## src/sv/tpps_pkg.sv

```systemverilog
// ----------------------------------------------------------------------------
// Timer prescaler/period solver package
// Shared widths, constants and the divider code table.
// ----------------------------------------------------------------------------
package tpps_pkg;

  localparam int unsigned FIELD_W      = 28;
  localparam int unsigned COUNTER_BITS = 16;
  localparam int unsigned SHIFT_W      = 4;
  localparam int unsigned CODE_W       = 3;
  localparam int unsigned STATUS_W     = 2;
  localparam int unsigned DIV_CNT_W    = $clog2(FIELD_W);

  localparam logic [SHIFT_W-1:0]  MAX_SHIFT   = SHIFT_W'(10);
  localparam logic [FIELD_W-1:0]  CLOCK_RESET = FIELD_W'(48000000);
  localparam logic [FIELD_W-1:0]  TOP_LIMIT   = FIELD_W'((64'd1 << COUNTER_BITS) - 64'd1);
  // quotient above this still needs more prescale
  localparam logic [FIELD_W-1:0]  Q_LIMIT     = FIELD_W'(64'd1 << COUNTER_BITS);

  localparam logic [STATUS_W-1:0] STATUS_OK      = 2'd0;
  localparam logic [STATUS_W-1:0] STATUS_CLAMPED = 2'd1;
  localparam logic [STATUS_W-1:0] STATUS_INVALID = 2'd2;

  // exponents with no divider
  function automatic logic shift_skipped(input logic [SHIFT_W-1:0] shift);
    return (shift == SHIFT_W'(5)) || (shift == SHIFT_W'(7)) || (shift == SHIFT_W'(9));
  endfunction

  function automatic logic [CODE_W-1:0] divider_code(input logic [SHIFT_W-1:0] shift);
    logic [CODE_W-1:0] code;
    unique case (shift)
      SHIFT_W'(0):  code = CODE_W'(0);
      SHIFT_W'(1):  code = CODE_W'(1);
      SHIFT_W'(2):  code = CODE_W'(2);
      SHIFT_W'(3):  code = CODE_W'(3);
      SHIFT_W'(4):  code = CODE_W'(4);
      SHIFT_W'(6):  code = CODE_W'(5);
      SHIFT_W'(8):  code = CODE_W'(6);
      SHIFT_W'(10): code = CODE_W'(7);
      default:      code = CODE_W'(0);
    endcase
    return code;
  endfunction

endpackage

```

## src/sv/tpps_divider.sv

```systemverilog
// ----------------------------------------------------------------------------
// Bit-serial unsigned divider
// Restoring division, one quotient bit per cycle; a go_i while running restarts it.
// ----------------------------------------------------------------------------
module tpps_divider (
  input  logic                         clk_i,
  input  logic                         rst_ni,
  input  logic                         go_i,
  input  logic [tpps_pkg::FIELD_W-1:0] dividend_i,
  input  logic [tpps_pkg::FIELD_W-1:0] divisor_i,
  output logic                         done_o,
  output logic [tpps_pkg::FIELD_W-1:0] quotient_o
);
  import tpps_pkg::*;

  logic                 run_q, run_d;
  logic                 done_q, done_d;
  logic [DIV_CNT_W-1:0] cnt_q, cnt_d;
  logic [FIELD_W-1:0]   rem_q, rem_d;
  logic [FIELD_W-1:0]   quo_q, quo_d;
  logic [FIELD_W-1:0]   dvs_q, dvs_d;
  logic [FIELD_W:0]     trial;
  logic [FIELD_W:0]     diff;

  assign trial = {rem_q, quo_q[FIELD_W-1]};
  assign diff  = trial - {1'b0, dvs_q};

  always_comb begin
    run_d  = run_q;
    done_d = 1'b0;
    cnt_d  = cnt_q;
    rem_d  = rem_q;
    quo_d  = quo_q;
    dvs_d  = dvs_q;
    if (go_i) begin
      run_d = 1'b1;
      cnt_d = '0;
      rem_d = '0;
      quo_d = dividend_i;
      dvs_d = divisor_i;
    end else if (run_q) begin
      if (diff[FIELD_W]) begin
        rem_d = trial[FIELD_W-1:0];
      end else begin
        rem_d = diff[FIELD_W-1:0];
      end
      quo_d = {quo_q[FIELD_W-2:0], ~diff[FIELD_W]};
      cnt_d = cnt_q + DIV_CNT_W'(1);
      if (cnt_q == DIV_CNT_W'(FIELD_W - 1)) begin
        run_d  = 1'b0;
        done_d = 1'b1;
      end
    end
  end

  always_ff @(posedge clk_i or negedge rst_ni) begin
    if (!rst_ni) begin
      run_q  <= 1'b0;
      done_q <= 1'b0;
      cnt_q  <= '0;
    end else begin
      run_q  <= run_d;
      done_q <= done_d;
      cnt_q  <= cnt_d;
    end
  end

  always_ff @(posedge clk_i) begin
    rem_q <= rem_d;
    quo_q <= quo_d;
    dvs_q <= dvs_d;
  end

  assign done_o     = done_q;
  assign quotient_o = quo_q;

endmodule

```

## src/sv/timer_prescaler_period_solver.sv

```systemverilog
// ----------------------------------------------------------------------------
// Timer prescaler and period solver
// Picks a prescale divider and counter top for a wanted interrupt rate.
// An invalid rate is answered in the cycle after start; else the steps are
// divide, hand-off, search, finish. Throughput: an invalid rate every cycle;
// a valid one keeps busy until done; result_valid_o pulses once, cannot stall.
// Reset: asynchronous, sets clock_hz to 48000000 and returns to idle.
// ----------------------------------------------------------------------------
module timer_prescaler_period_solver (
  input  logic                          clk_i,
  input  logic                          rst_ni,
  input  logic                          clock_hz_we_i,
  input  logic [tpps_pkg::FIELD_W-1:0]  clock_hz_i,
  input  logic                          start,
  output logic                          busy,
  input  logic [tpps_pkg::FIELD_W-1:0]  rate_hz_i,
  output logic                          result_valid_o,
  output logic [tpps_pkg::CODE_W-1:0]   prescale_code_o,
  output logic [tpps_pkg::SHIFT_W-1:0]  prescale_shift_o,
  output logic [tpps_pkg::COUNTER_BITS-1:0] period_top_o,
  output logic [tpps_pkg::STATUS_W-1:0] status_o
);
  import tpps_pkg::*;

  localparam logic [1:0] ST_IDLE   = 2'd0;
  localparam logic [1:0] ST_DIV    = 2'd1;
  localparam logic [1:0] ST_SEARCH = 2'd2;
  localparam logic [1:0] ST_FINISH = 2'd3;

  logic [1:0]              state_q, state_d;
  logic [FIELD_W-1:0]      clock_q, clock_d;
  logic [FIELD_W-1:0]      d_q, d_d;
  logic [SHIFT_W-1:0]      shift_q, shift_d;
  logic                    valid_q, valid_d;
  logic [CODE_W-1:0]       code_q, code_d;
  logic [SHIFT_W-1:0]      oshift_q, oshift_d;
  logic [COUNTER_BITS-1:0] top_q, top_d;
  logic [STATUS_W-1:0]     status_q, status_d;
  logic                    accept;
  logic                    invalid;
  logic                    div_done;
  logic [FIELD_W-1:0]      quotient;
  logic [FIELD_W-1:0]      d_minus;

  assign busy    = (state_q != ST_IDLE);
  assign accept  = start && !busy;
  assign invalid = (rate_hz_i == '0) || (rate_hz_i > clock_q);
  assign d_minus = d_q - FIELD_W'(1);

  tpps_divider u_div (
    .clk_i      (clk_i),
    .rst_ni     (rst_ni),
    .go_i       (accept && !invalid),
    .dividend_i (clock_q),
    .divisor_i  (rate_hz_i),
    .done_o     (div_done),
    .quotient_o (quotient)
  );

  always_comb begin
    state_d  = state_q;
    clock_d  = clock_q;
    d_d      = d_q;
    shift_d  = shift_q;
    valid_d  = 1'b0;
    code_d   = code_q;
    oshift_d = oshift_q;
    top_d    = top_q;
    status_d = status_q;
    if (clock_hz_we_i) begin
      clock_d = clock_hz_i;
    end
    unique case (state_q)
      ST_IDLE: begin
        if (accept) begin
          if (invalid) begin
            valid_d  = 1'b1;
            code_d   = '0;
            oshift_d = '0;
            top_d    = '0;
            status_d = STATUS_INVALID;
          end else begin
            state_d = ST_DIV;
          end
        end
      end
      ST_DIV: begin
        if (div_done) begin
          d_d     = quotient;
          shift_d = '0;
          state_d = ST_SEARCH;
        end
      end
      ST_SEARCH: begin
        if ((shift_q < MAX_SHIFT) && (d_q > Q_LIMIT)) begin
          shift_d = shift_q + SHIFT_W'(1);
          d_d     = d_q >> 1;
        end else begin
          if (shift_skipped(shift_q) && (shift_q < MAX_SHIFT)) begin
            shift_d = shift_q + SHIFT_W'(1);
            d_d     = d_q >> 1;
          end
          state_d = ST_FINISH;
        end
      end
      ST_FINISH: begin
        valid_d  = 1'b1;
        code_d   = divider_code(shift_q);
        oshift_d = shift_q;
        if (d_q == '0) begin
          top_d    = '0;
          status_d = STATUS_OK;
        end else if (d_minus > TOP_LIMIT) begin
          top_d    = TOP_LIMIT[COUNTER_BITS-1:0];
          status_d = STATUS_CLAMPED;
        end else begin
          top_d    = d_minus[COUNTER_BITS-1:0];
          status_d = STATUS_OK;
        end
        state_d = ST_IDLE;
      end
      default: state_d = ST_IDLE;
    endcase
  end

  always_ff @(posedge clk_i or negedge rst_ni) begin
    if (!rst_ni) begin
      state_q <= ST_IDLE;
      clock_q <= CLOCK_RESET;
      valid_q <= 1'b0;
    end else begin
      state_q <= state_d;
      clock_q <= clock_d;
      valid_q <= valid_d;
    end
  end

  always_ff @(posedge clk_i) begin
    d_q      <= d_d;
    shift_q  <= shift_d;
    code_q   <= code_d;
    oshift_q <= oshift_d;
    top_q    <= top_d;
    status_q <= status_d;
  end

  assign result_valid_o   = valid_q;
  assign prescale_code_o  = code_q;
  assign prescale_shift_o = oshift_q;
  assign period_top_o     = top_q;
  assign status_o         = status_q;

endmodule
```

## config.mk

```make
export PLATFORM = sky130hd
export DESIGN_NAME = timer_prescaler_period_solver
export DESIGN_NICKNAME = d
export VERILOG_FILES = /design/src/sv/tpps_pkg.sv /design/src/sv/tpps_divider.sv /design/src/sv/timer_prescaler_period_solver.sv
export SDC_FILE = /design/constraint.sdc
export NUM_CORES = 1
export LEC_CHECK = 0
export BUFFER_PORTS_ARGS = -buffer_cell sky130_fd_sc_hd__buf_2
export CAP_MARGIN = 40
export CORE_ASPECT_RATIO = 2
export CORE_MARGIN = 4
export CORE_UTILIZATION = 24
export DETAILED_ROUTE_END_ITERATION = 8
export PLACE_DENSITY = 0.37
export SLEW_MARGIN = 30
export SYNTH_ARGS = -nofsm -noshare
export SYNTH_HDL_FRONTEND = slang
export SYNTH_SLANG_ARGS = --single-unit
```

## constraint.sdc

```tcl
create_clock -name clk_i -period 4.5 [get_ports clk_i]
set_input_delay 0.45 -clock clk_i [delete_from_list [all_inputs] [get_ports clk_i]]
set_output_delay 0.45 -clock clk_i [all_outputs]
set_load 0.02 [all_outputs]
```

# Word-level counts from Yosys, hierarchy flattened
# Memories as Yosys holds them, arrays and structs flattened. A register that Yosys moved wholly into a read port is not among the register bits.
# Index checks and enable logic that the tools add are counted.
# word_totals
regBits	179
mem_bits_ro	48
out_inout_bits	27
mem_count	1
# classes
n_addsub	4
n_lt_le_gt_ge	4
eq_ne	13
n_mux	44
bitwise_logic	1
n_reduce_logical	19
# mem_list
memory	words	width	rd	rd_ports_with_merged_regs	write_ports	line_no	text
(no name shown)	16	3	1	1	0	tpps_pkg.sv:31	unique case (shift)
# ops
operator	count
28-bit 2-to-1 mux	6
16-bit 2-to-1 mux	4
28-bit logical NOT	2
28-bit case mux with 2 select lines	1
16-bit case mux with 2 select lines	1
29-bit by 28-bit subtractor with 29-bit output	1
28-bit by 16-bit > comparator with 1-bit output (second input constant)	1
28-bit by 17-bit > comparator with 1-bit output (second input constant)	1
28-bit > comparator	1
28-bit by 1-bit subtractor with 28-bit output (second input constant)	1
4-bit 2-to-1 mux	6
4-bit case mux with 2 select lines	2
2-bit 2-to-1 mux	6
1-bit 2-to-1 mux	10
5-bit 2-to-1 mux	2
4-bit by 3-bit equality test with 1-bit output (second input constant)	2
2-bit inequality test (second input constant)	4
2-bit case mux with 4 select lines	1
2-bit nonzero test	4
3-bit 2-to-1 mux	2
3-bit case mux with 2 select lines	1
3-bit AND reduction	2
5-bit by 1-bit adder with 5-bit output (second input constant)	1
5-bit equality test (second input constant)	1
15 further kinds	22

# Logic depth before layout (Yosys ltp)
# Gate-level depths: netlist (run 1).
# depth
word_depth	8
ltp_mapped	13
depth_no_buf	12

# Hierarchy
# From an unflattened synthesis (run 1), not the netlist that was laid out.
# unflattened
cells_unflattened	952
hier_area_um2	10362.4
# by_module_without_submodules
mod	n_inst	cells_each	area_each_um2	seq_area_each_um2
tpps_divider	1	488	5248.8	2417.3
timer_prescaler_period_solver	1	464	5113.7	2560.0

# Worst setup path before layout (run 1)
# Ideal clock, no wire load.
# synth_timing
path_kind	input to register
from	input rate_hz_i[1] (netlist bit)
to	register u_div.quo_q[0] (netlist: u_div.quotient_o[0]) (enable)
setup_time_ns	0.452
arrival_time_ns	3.840
t_required_ns	4.048
path_slack_ns	0.208
cell_stages	9
path_buffers	0
path_cell_list	ha_1 -> nor2b_1 -> o211ai_1 -> a211oi_1 -> a2111oi_0 -> nor2_1 -> o22ai_1 -> o21ai_0 -> o21ai_0
# synth_between
elab_chain_len	5
word_cells_on_any_way	6
cone_classes	1 x order compare; 5 x reduce/logical
# synth_lines
element	line_no	text
start: declaration	timer_prescaler_period_solver.sv:16	input logic [tpps_pkg::FIELD_W-1:0] rate_hz_i,
28-bit > comparator / 28-bit logical NOT (equally long branches)	timer_prescaler_period_solver.sv:47	assign invalid = (rate_hz_i == '0) || (rate_hz_i > clock_q);
1-bit logical OR *	timer_prescaler_period_solver.sv:47	
1-bit logical NOT *	timer_prescaler_period_solver.sv:53	.go_i (accept && !invalid),
1-bit logical AND *	timer_prescaler_period_solver.sv:53	
2-bit nonzero test (no source line) *	n/a	
end signal: assignment	tpps_divider.sv:70	quo_q <= quo_d;
end: declaration	tpps_divider.sv:20	logic [FIELD_W-1:0] quo_q, quo_d;
# Mark *: on every way between the ends. The rest lies on a longest branch, timed or not.
# A chain may end at the register's enable or synchronous reset.

# Final worst setup path (run 1)
# layout_timing
from	register clock_q[10]
to	register u_div.quo_q[5] (netlist: u_div.quotient_o[5]) (data pin)
# layout_between
elab_chain_len	5
# layout_lines
element	line_no	text
start: declaration	timer_prescaler_period_solver.sv:31	logic [FIELD_W-1:0] clock_q, clock_d;
start signal: assignment	timer_prescaler_period_solver.sv:133	clock_q <= clock_d;
28-bit > comparator	timer_prescaler_period_solver.sv:47	
1-bit logical OR	timer_prescaler_period_solver.sv:47	
1-bit logical NOT	timer_prescaler_period_solver.sv:53	
1-bit logical AND	timer_prescaler_period_solver.sv:53	
28-bit 2-to-1 mux	tpps_divider.sv:35	if (go_i) begin
via u_div.quo_d[5]	tpps_divider.sv:20	
# The timed path passes the listed nets, and every way through them passes these cells.

==> flow_summary.rst, run 1 <==
.. list-table::
   :header-rows: 1

   * - Metric
     - Value
   * - Mean instance size in the synthesized netlist
     - 10.8 µm²
   * - Placed Instances
     - 1,560
   * - Initial antenna violation count
     - 3
   * - Number of warnings reported in the yosys synthesis log
     - 0
   * - Filler cells
     - 4,421
   * - Commonest cells after routing, fill and taps aside
     - 113 x sky130_fd_sc_hd__edfxtp_1, 87 x sky130_fd_sc_hd__buf_2, 75 x sky130_fd_sc_hd__inv_1, 66 x sky130_fd_sc_hd__ha_1, 65 x sky130_fd_sc_hd__nor2_1
   * - Tightest Pin Transition
     - 761 ps
   * - Critical path's top delay family
     - buffers and inverters
   * - Largest stage delay, worst path
     - 530 ps
   * - Class of the most critical setup path
     - flop to flop
   * - 1st-iter DRT viols
     - 292
   * - Slowest cell on the critical path
     - sky130_fd_sc_hd__dfstp_2
   * - Share of the yosys chip area belonging to registers
     - 48.4%
   * - Final-report setup violation count
     - 0
   * - Placer congestion estimate
     - 0.752
   * - Latest clock arrival within the worst-skew pair
     - 450 ps
   * - WL/cell
     - 19.3 µm
   * - Worst Setup Start Kind
     - flop
   * - Total global routing track utilization
     - 13.4%
   * - Achievable Freq
     - 282 MHz
   * - TritonCTS clock tree
     - yes
   * - Portion of synthesized cell area occupied by the leading cell type
     - 33.0%
   * - Number of non-filler instances in the completed layout
     - 1,595
   * - Class of the tightest hold or removal check
     - input port to async pin
   * - Row count
     - 107
   * - Fin crit period
     - 3540 ps
   * - Clock Path Buffers
     - 2
   * - Worst setup EP type
     - flop
   * - Synth Cell Area
     - 10,300 µm²
   * - Max-slew headroom
     - 49.3%
   * - Pin count of the biggest net entering global routing
     - 59
   * - Final routed DRC violation total
     - 0
   * - # IOs
     - 87
   * - Total wirelength of the detailed-routed design
     - 30,700 µm
   * - Highest ir drop seen on vdd
     - 0.000319 V
   * - Buffer count from post-CTS setup fixing
     - 0
   * - Slack of the worst reg-to-reg path
     - 960 ps
   * - Worst Path Required
     - 4700 ps
   * - Worst path depth
     - 14
   * - Area growth from synthesis to layout
     - 16.4%
   * - IO Port Bufs
     - 86
   * - Cell type with the largest total area after synthesis
     - sky130_fd_sc_hd__edfxtp_1
   * - Synth async-reset ratio
     - 20.9%
   * - Leak pwr
     - 4.81 nW
   * - Cell at the root of the clock tree
     - sky130_fd_sc_hd__clkbuf_16
   * - Setup TNS
     - 0 ps
   * - Max Transition Viols Final
     - 0
   * - Number of hold buffers added after cts
     - 0
   * - Routed Antenna Nets
     - 0
   * - Synth Net Count
     - 1,080
   * - Count of buffering cells on the critical path with inverters included
     - 5
   * - Number of enable-type register cells in the synthesized netlist
     - 113
   * - Largest clock skew in the final design
     - 16.1 ps
   * - Number of gates resized after cts
     - 0
   * - Overall power of the completed layout
     - 9.33 mW
   * - Yosys reg bits
     - 182
   * - Clock H-tree levels
     - 4
   * - Wire length of the first global-routing pass
     - 47,100 µm
   * - Number of detailed-routing iterations run before antenna repair
     - 4
   * - Number of clock sinks seen by CTS
     - 182
   * - Most area-consuming cells after synthesis
     - sky130_fd_sc_hd__edfxtp_1 33%, sky130_fd_sc_hd__ha_1 8.0%, sky130_fd_sc_hd__dfrtp_1 6.8%
   * - Overflow left after global routing
     - 0
   * - Floorplan die area
     - 46,400 µm²
   * - Run status
     - finished, final reports clean
   * - Crit share post-route
     - 78.8%
   * - Number of instances in the synthesized netlist
     - 953
   * - Total area of multi-input combinational cells
     - 4840 µm²
   * - Standard cell core area
     - 42,400 µm²
   * - Initial Util
     - 24.2%
   * - Maximum fanout count along the critical path
     - 58
   * - Yosys cell types
     - 67
   * - Layout cell share with drive strength beyond 1
     - 23.0%
   * - Sequence of cells on the critical path
     - inv_1, ha_1, nand4_1, a21oi_1, a2111oi_0, buf_1, buf_4, nor2_1, o22ai_1, o21ai_0, buf_2, nor2_4, buf_12, mux2_2
   * - Top FF cell, synth
     - sky130_fd_sc_hd__edfxtp_1
   * - Post-detailed-placement half-perimeter wirelength
     - 23,700 µm
   * - RSZ-0062 raised after global routing
     - false
   * - Max capacitance violation total
     - 0
   * - CTS buffer count
     - 17
   * - Die width
     - 154 µm
   * - Final Hold Violating Endpoints
     - 0
   * - Vias after detailed routing
     - 7,402
   * - Detail-routed via count per cell
     - 4.64
   * - Clock transition time at the flip-flop clock pins of the worst setup and hold paths
     - 70 ps
   * - Power per standard cell area
     - 779 nW/µm²
   * - Arrival time of the worst setup path
     - 3750 ps
   * - Most common library cell in the layout ignoring fill and taps
     - sky130_fd_sc_hd__edfxtp_1
   * - Number of global-route vias before repair
     - 8,017
   * - Layout net count
     - 1,161
   * - Number of cell instances on the worst register-to-register path
     - 14
   * - Terminus of the critical flop-to-flop path
     - u_div.quotient_o[5]$_DFFE_PP_
   * - Die Y
     - 301 µm
   * - Register cell area after layout
     - 4980 µm²
   * - Startpoint of the worst register-to-register path
     - clock_q[10]$_DFFE_PN1P_
   * - Worst hold slack after final layout
     - 50.6 ps
## cell families after synthesis
group / synth area share [%]
buf+inv: 4.77
mux: 8.97
xor+xnor: 3.83
simple gates: 11.7
compound gates: 14.1
fa+ha+maj: 8.22
flops: 48.4
## report_power, final
group,internal [mW],switching [mW]
registers,2.71,0.510
logic,2.05,2.55
clock network,0.791,0.714
total,5.56,3.77
## per-layer routing
| metal | global-route usage (%) | vias up | wire length (µm) |
|---|---|---|---|
| met4 | 4.84 | 0 | 724 |
| met1 | 12.4 | 3642 | 10700 |
| li1 | - | 3628 | - |
| met2 | 28.3 | 97 | 18600 |
| met5 | 0 | - | 0 |
| met3 | 2.07 | 35 | 722 |
## stage by stage
step	instance area [µm²]	setup slack, ps	utilization (%)
after global routing	12000	628	28.2
after CTS	12000	868	28.2
after global placement	11400	317	26.8
after floorplan	10300	208	-
final	12000	956	28.2
after detailed placement	11400	754	26.9
## worst max path at each step
stage | start | end | slack, ps
detailed placement | rate_hz_i[1] | u_div.quotient_o[5]$_DFFE_PP_ | 750
floorplan | rate_hz_i[1] | u_div.quotient_o[0]$_DFFE_PP_ | 210
global placement | rate_hz_i[1] | u_div.quotient_o[5]$_DFFE_PP_ | 320
finish | clock_q[10]$_DFFE_PN1P_ | u_div.quotient_o[5]$_DFFE_PP_ | 960
CTS | clock_q[10]$_DFFE_PN1P_ | u_div.quotient_o[5]$_DFFE_PP_ | 870
global route | clock_q[10]$_DFFE_PN1P_ | u_div.quotient_o[2]$_DFFE_PP_ | 630
## synthesized netlist by cell type (all sizes together) (6+ instances only)
| library cell | n |
|---|---|
| a211oi | 29 |
| a21o | 18 |
| a21oi | 62 |
| and2 | 9 |
| buf | 10 |
| clkbuf | 36 |
| dfrtp | 28 |
| dfstp | 10 |
| dfxtp | 31 |
| edfxtp | 113 |
| ha | 66 |
| inv | 75 |
| mux2 | 57 |
| mux2i | 28 |
| nand2 | 60 |
| nand2b | 10 |
| nand3 | 18 |
| nand4 | 15 |
| nor2 | 66 |
| nor2b | 7 |
| nor3 | 16 |
| nor4 | 15 |
| o21a | 6 |
| o21ai | 52 |
| xnor2 | 29 |
| xor2 | 16 |
## layout make-up
cell class | count | share of cell area [%]
clock buffers | 21 | 3.76
inverters | 75 | 2.35
clock inverters | 11 | 0.972
repair buffers | 108 | 5.13
multi-input cells | 650 | 40.5
flip-flops and latches | 182 | 41.6
well taps | 545 | 5.69
diodes | 3 | 0.0627
## flip-flops by register name (all words and copies together), names as in the netlist, 3 cells and up, named ones only
| name | cells |
|---|---|
| clock_q | 28 |
| d_q | 28 |
| period_top_o | 16 |
| prescale_code_o | 3 |
| prescale_shift_o | 4 |
| shift_q | 4 |
| u_div.cnt_q | 5 |
| u_div.dvs_q | 28 |
| u_div.quotient_o | 28 |
| u_div.rem_q | 28 |
Note: power is estimated with default switching activity, not from simulation.
==> run 2, diff against run 1 <==
--- a/config.mk
+++ b/config.mk
@@ -11,7 +11,7 @@
 export CORE_MARGIN = 4
 export CORE_UTILIZATION = 24
 export DETAILED_ROUTE_END_ITERATION = 8
-export PLACE_DENSITY = 0.37
+export PLACE_DENSITY = 0.36
 export SLEW_MARGIN = 30
 export SYNTH_ARGS = -nofsm -noshare
 export SYNTH_HDL_FRONTEND = slang
==> constraint.sdc (replaced) <==
create_clock -name clk_i -period 3.34 [get_ports clk_i]
set_input_delay 0.334 -clock clk_i [delete_from_list [all_inputs] [get_ports clk_i]]
set_output_delay 0.334 -clock clk_i [all_outputs]
set_load 0.02 [all_outputs]
==> run 2 against run 1 <==
Compared with the run above: via count is 0.24% higher; largest cell class unchanged; global-route usage is 0.17 points higher; combinational power is 45% higher; worst setup slack worse by 800 ps; sequential share of layout area is 1.1 points lower; first-iteration DRC count is 8.6% lower; cell area is 2.8% higher; clock power is 45% higher; critical path depth stayed put; fmax is 11% higher; routed wire length is 1.7% higher; sequential power is 36% higher.
==> flow_summary.rst, run 2 (synthesis gave the netlist of run 1 again) <==
.. list-table::
   :header-rows: 1

   * - Metric
     - Value
   * - Run status
     - finished, final reports clean (unchanged)
   * - Worst Setup Start Kind
     - flop (unchanged)
   * - Layout net count
     - 1,183 (was 1,161)
   * - Routed Antenna Nets
     - 0 (unchanged)
   * - Number of clock sinks seen by CTS
     - 182 (unchanged)
   * - Worst hold slack after final layout
     - 95.4 ps (was 50.6 ps)
   * - IO Port Bufs
     - 86 (unchanged)
   * - Die Y
     - 301 µm (unchanged)
   * - Max Transition Viols Final
     - 0 (unchanged)
   * - Power per standard cell area
     - 1070 nW/µm² (was 779 nW/µm²)
   * - Initial antenna violation count
     - 3 (unchanged)
   * - TritonCTS clock tree
     - yes (unchanged)
   * - Highest ir drop seen on vdd
     - 0.000409 V (was 0.000319 V)
   * - Largest clock skew in the final design
     - 17.7 ps (was 16.1 ps)
   * - Tightest Pin Transition
     - 755 ps (was 761 ps)
   * - Final-report setup violation count
     - 0 (unchanged)
   * - Overflow left after global routing
     - 0 (unchanged)
   * - # IOs
     - 87 (unchanged)
   * - Die width
     - 154 µm (unchanged)
   * - Clock transition time at the flip-flop clock pins of the worst setup and hold paths
     - 80 ps (was 70 ps)
   * - Floorplan die area
     - 46,400 µm² (unchanged)
   * - Vias after detailed routing
     - 7,420 (was 7,402)
   * - 1st-iter DRT viols
     - 267 (was 292)
   * - Post-layout worst setup margin
     - 155 ps (was 956 ps)
   * - Standard cell core area
     - 42,400 µm² (unchanged)
   * - Filler cells
     - 4,396 (was 4,421)
   * - Latest clock arrival within the worst-skew pair
     - 450 ps (about the same)
   * - Leak pwr
     - 4.98 nW (was 4.81 nW)
   * - Cell at the root of the clock tree
     - sky130_fd_sc_hd__clkbuf_16 (unchanged)
   * - Maximum fanout count along the critical path
     - 9 (was 58)
   * - Placer congestion estimate
     - 0.793 (was 0.752)
   * - Post-detailed-placement half-perimeter wirelength
     - 24,400 µm (was 23,700 µm)
   * - Fin crit period
     - 3190 ps (was 3540 ps)
   * - Setup TNS
     - 0 ps (unchanged)
   * - Layout cell share with drive strength beyond 1
     - 25.5% (was 23.0%)
   * - Clock H-tree levels
     - 4 (unchanged)
   * - Final routed DRC violation total
     - 0 (unchanged)
   * - CTS buffer count
     - 17 (unchanged)
   * - WL/cell
     - 19.4 µm (was 19.3 µm)
   * - Total wirelength of the detailed-routed design
     - 31,300 µm (was 30,700 µm)
   * - Detail-routed via count per cell
     - 4.59 (was 4.64)
   * - Arrival time of the worst setup path
     - 3550 ps (was 3750 ps)
   * - Initial Util
     - 24.2% (unchanged)
   * - Max-slew headroom
     - 49.7% (was 49.3%)
   * - Most common library cell in the layout ignoring fill and taps
     - sky130_fd_sc_hd__edfxtp_1 (unchanged)
   * - Number of detailed-routing iterations run before antenna repair
     - 4 (unchanged)
   * - Area growth from synthesis to layout
     - 19.7% (was 16.4%)
   * - Wire length of the first global-routing pass
     - 47,700 µm (was 47,100 µm)
   * - Total global routing track utilization
     - 13.6% (was 13.4%)
   * - Commonest cells after routing, fill and taps aside
     - 113 x sky130_fd_sc_hd__edfxtp_1, 86 x sky130_fd_sc_hd__buf_2, 75 x sky130_fd_sc_hd__inv_1, 65 x sky130_fd_sc_hd__nor2_1, 65 x sky130_fd_sc_hd__ha_1 (was 113 x sky130_fd_sc_hd__edfxtp_1, 87 x sky130_fd_sc_hd__buf_2, 75 x sky130_fd_sc_hd__inv_1, 66 x sky130_fd_sc_hd__ha_1, 65 x sky130_fd_sc_hd__nor2_1)
   * - Number of global-route vias before repair
     - 8,032 (was 8,017)
   * - Max capacitance violation total
     - 0 (unchanged)
   * - Pin count of the biggest net entering global routing
     - 46 (was 59)
   * - Achievable Freq
     - 314 MHz (was 282 MHz)
   * - Class of the most critical setup path
     - flop to flop (unchanged)
   * - Worst Path Required
     - 3710 ps (was 4700 ps)
   * - Clock Path Buffers
     - 2 (unchanged)
   * - Worst setup EP type
     - flop (unchanged)
   * - RSZ-0062 raised after global routing
     - false (unchanged)
   * - Class of the tightest hold or removal check
     - input port to flop (was input port to async pin)
   * - Row count
     - 107 (unchanged)
   * - Final Hold Violating Endpoints
     - 0 (unchanged)
   * - Crit share post-route
     - 95.4% (was 78.8%)
   * - Dpl ws
     - -8.43 ps (was 754 ps)
-- run 2: per-stage QoR --
step	utilization [%]	cell area [µm²]	std cells	total power, mW
after floorplan	-	10300	953	8.88
after global placement	27.3	11600	1578	11.0
after detailed placement	27.3	11600	1578	11.0
after CTS	28.8	12200	1611	13.3
after global routing	29.0	12300	1614	14.2
final	29.0	12300	1616	13.2
-- run 2: what timing repair did --
action                                 4_1_cts  5_1_grt
hold buffers                                 1        0
pin swaps                                    1        5
gates cloned                                 0        1
endpoints found under the hold margin       19        0
setup endpoints to repair                    7       65
setup buffers                                0        2
gates resized for setup                      0       10
-- run 2: routing by layer --
layer / track usage (%) / vias up / routed length (µm)
li1: - / 3668 / -
met1: 13.1 / 3614 / 11100
met2: 27.9 / 102 / 18700
met3: 2.46 / 34 / 707
met4: 4.61 / 2 / 837
met5: 0 / - / 13
-- run 2: final timing paths --
kind	start	endpoint	slack (ps)	cells past startpoint
worst max-delay path	u_div.quotient_o[27]$_DFFE_PP_	u_div.rem_q[9]$_SDFFE_PP0P_	150	14
worst min-delay path	rate_hz_i[4]	u_div.dvs_q[4]$_DFFE_PP_	100	1
worst max register to register	u_div.quotient_o[27]$_DFFE_PP_	u_div.rem_q[9]$_SDFFE_PP0P_	150	14
worst min register to register	u_div.rem_q[24]$_SDFFE_PP0P_	u_div.rem_q[24]$_SDFFE_PP0P_	520	2
max in group asynchronous	rst_ni	clock_q[18]$_DFFE_PN1P_	2170	3
min in group asynchronous	rst_ni	clock_q[7]$_DFFE_PN0P_	420	2
-- run 2: worst max-delay path: stages (launching register included) --
cell	delay, ps
sky130_fd_sc_hd__edfxtp_1	330
sky130_fd_sc_hd__inv_1	70
sky130_fd_sc_hd__ha_2	200
sky130_fd_sc_hd__fa_2	340
sky130_fd_sc_hd__and2b_1	240
sky130_fd_sc_hd__o2111ai_2	130
sky130_fd_sc_hd__a21oi_2	260
sky130_fd_sc_hd__o31ai_2	110
sky130_fd_sc_hd__a21oi_2	230
sky130_fd_sc_hd__o31a_1	260
sky130_fd_sc_hd__nor3_4	60
sky130_fd_sc_hd__buf_4	160
sky130_fd_sc_hd__clkbuf_16	170
sky130_fd_sc_hd__or2_2	300
sky130_fd_sc_hd__a311oi_2	250
-- run 2: area by class of cell --
cell class,count,area [µm²],share of cell area [%]
sequential,182,4980,40.4
multi-input combinational,650,4880,39.7
timing repair buffer,130,868,7.05
tap,545,682,5.54
clock buffer,19,443,3.60
inverter,75,282,2.29
clock inverter,13,166,1.35
antenna,2,5.00,0.0407
-- run 2: power by group --
| group | leakage [nW] | switching (mW) | internal (mW) |
|---|---|---|---|
| clock network | 0.303 | 0.961 | 1.21 |
| registers | 1.80 | 0.723 | 3.66 |
| logic | 2.88 | 3.57 | 3.08 |
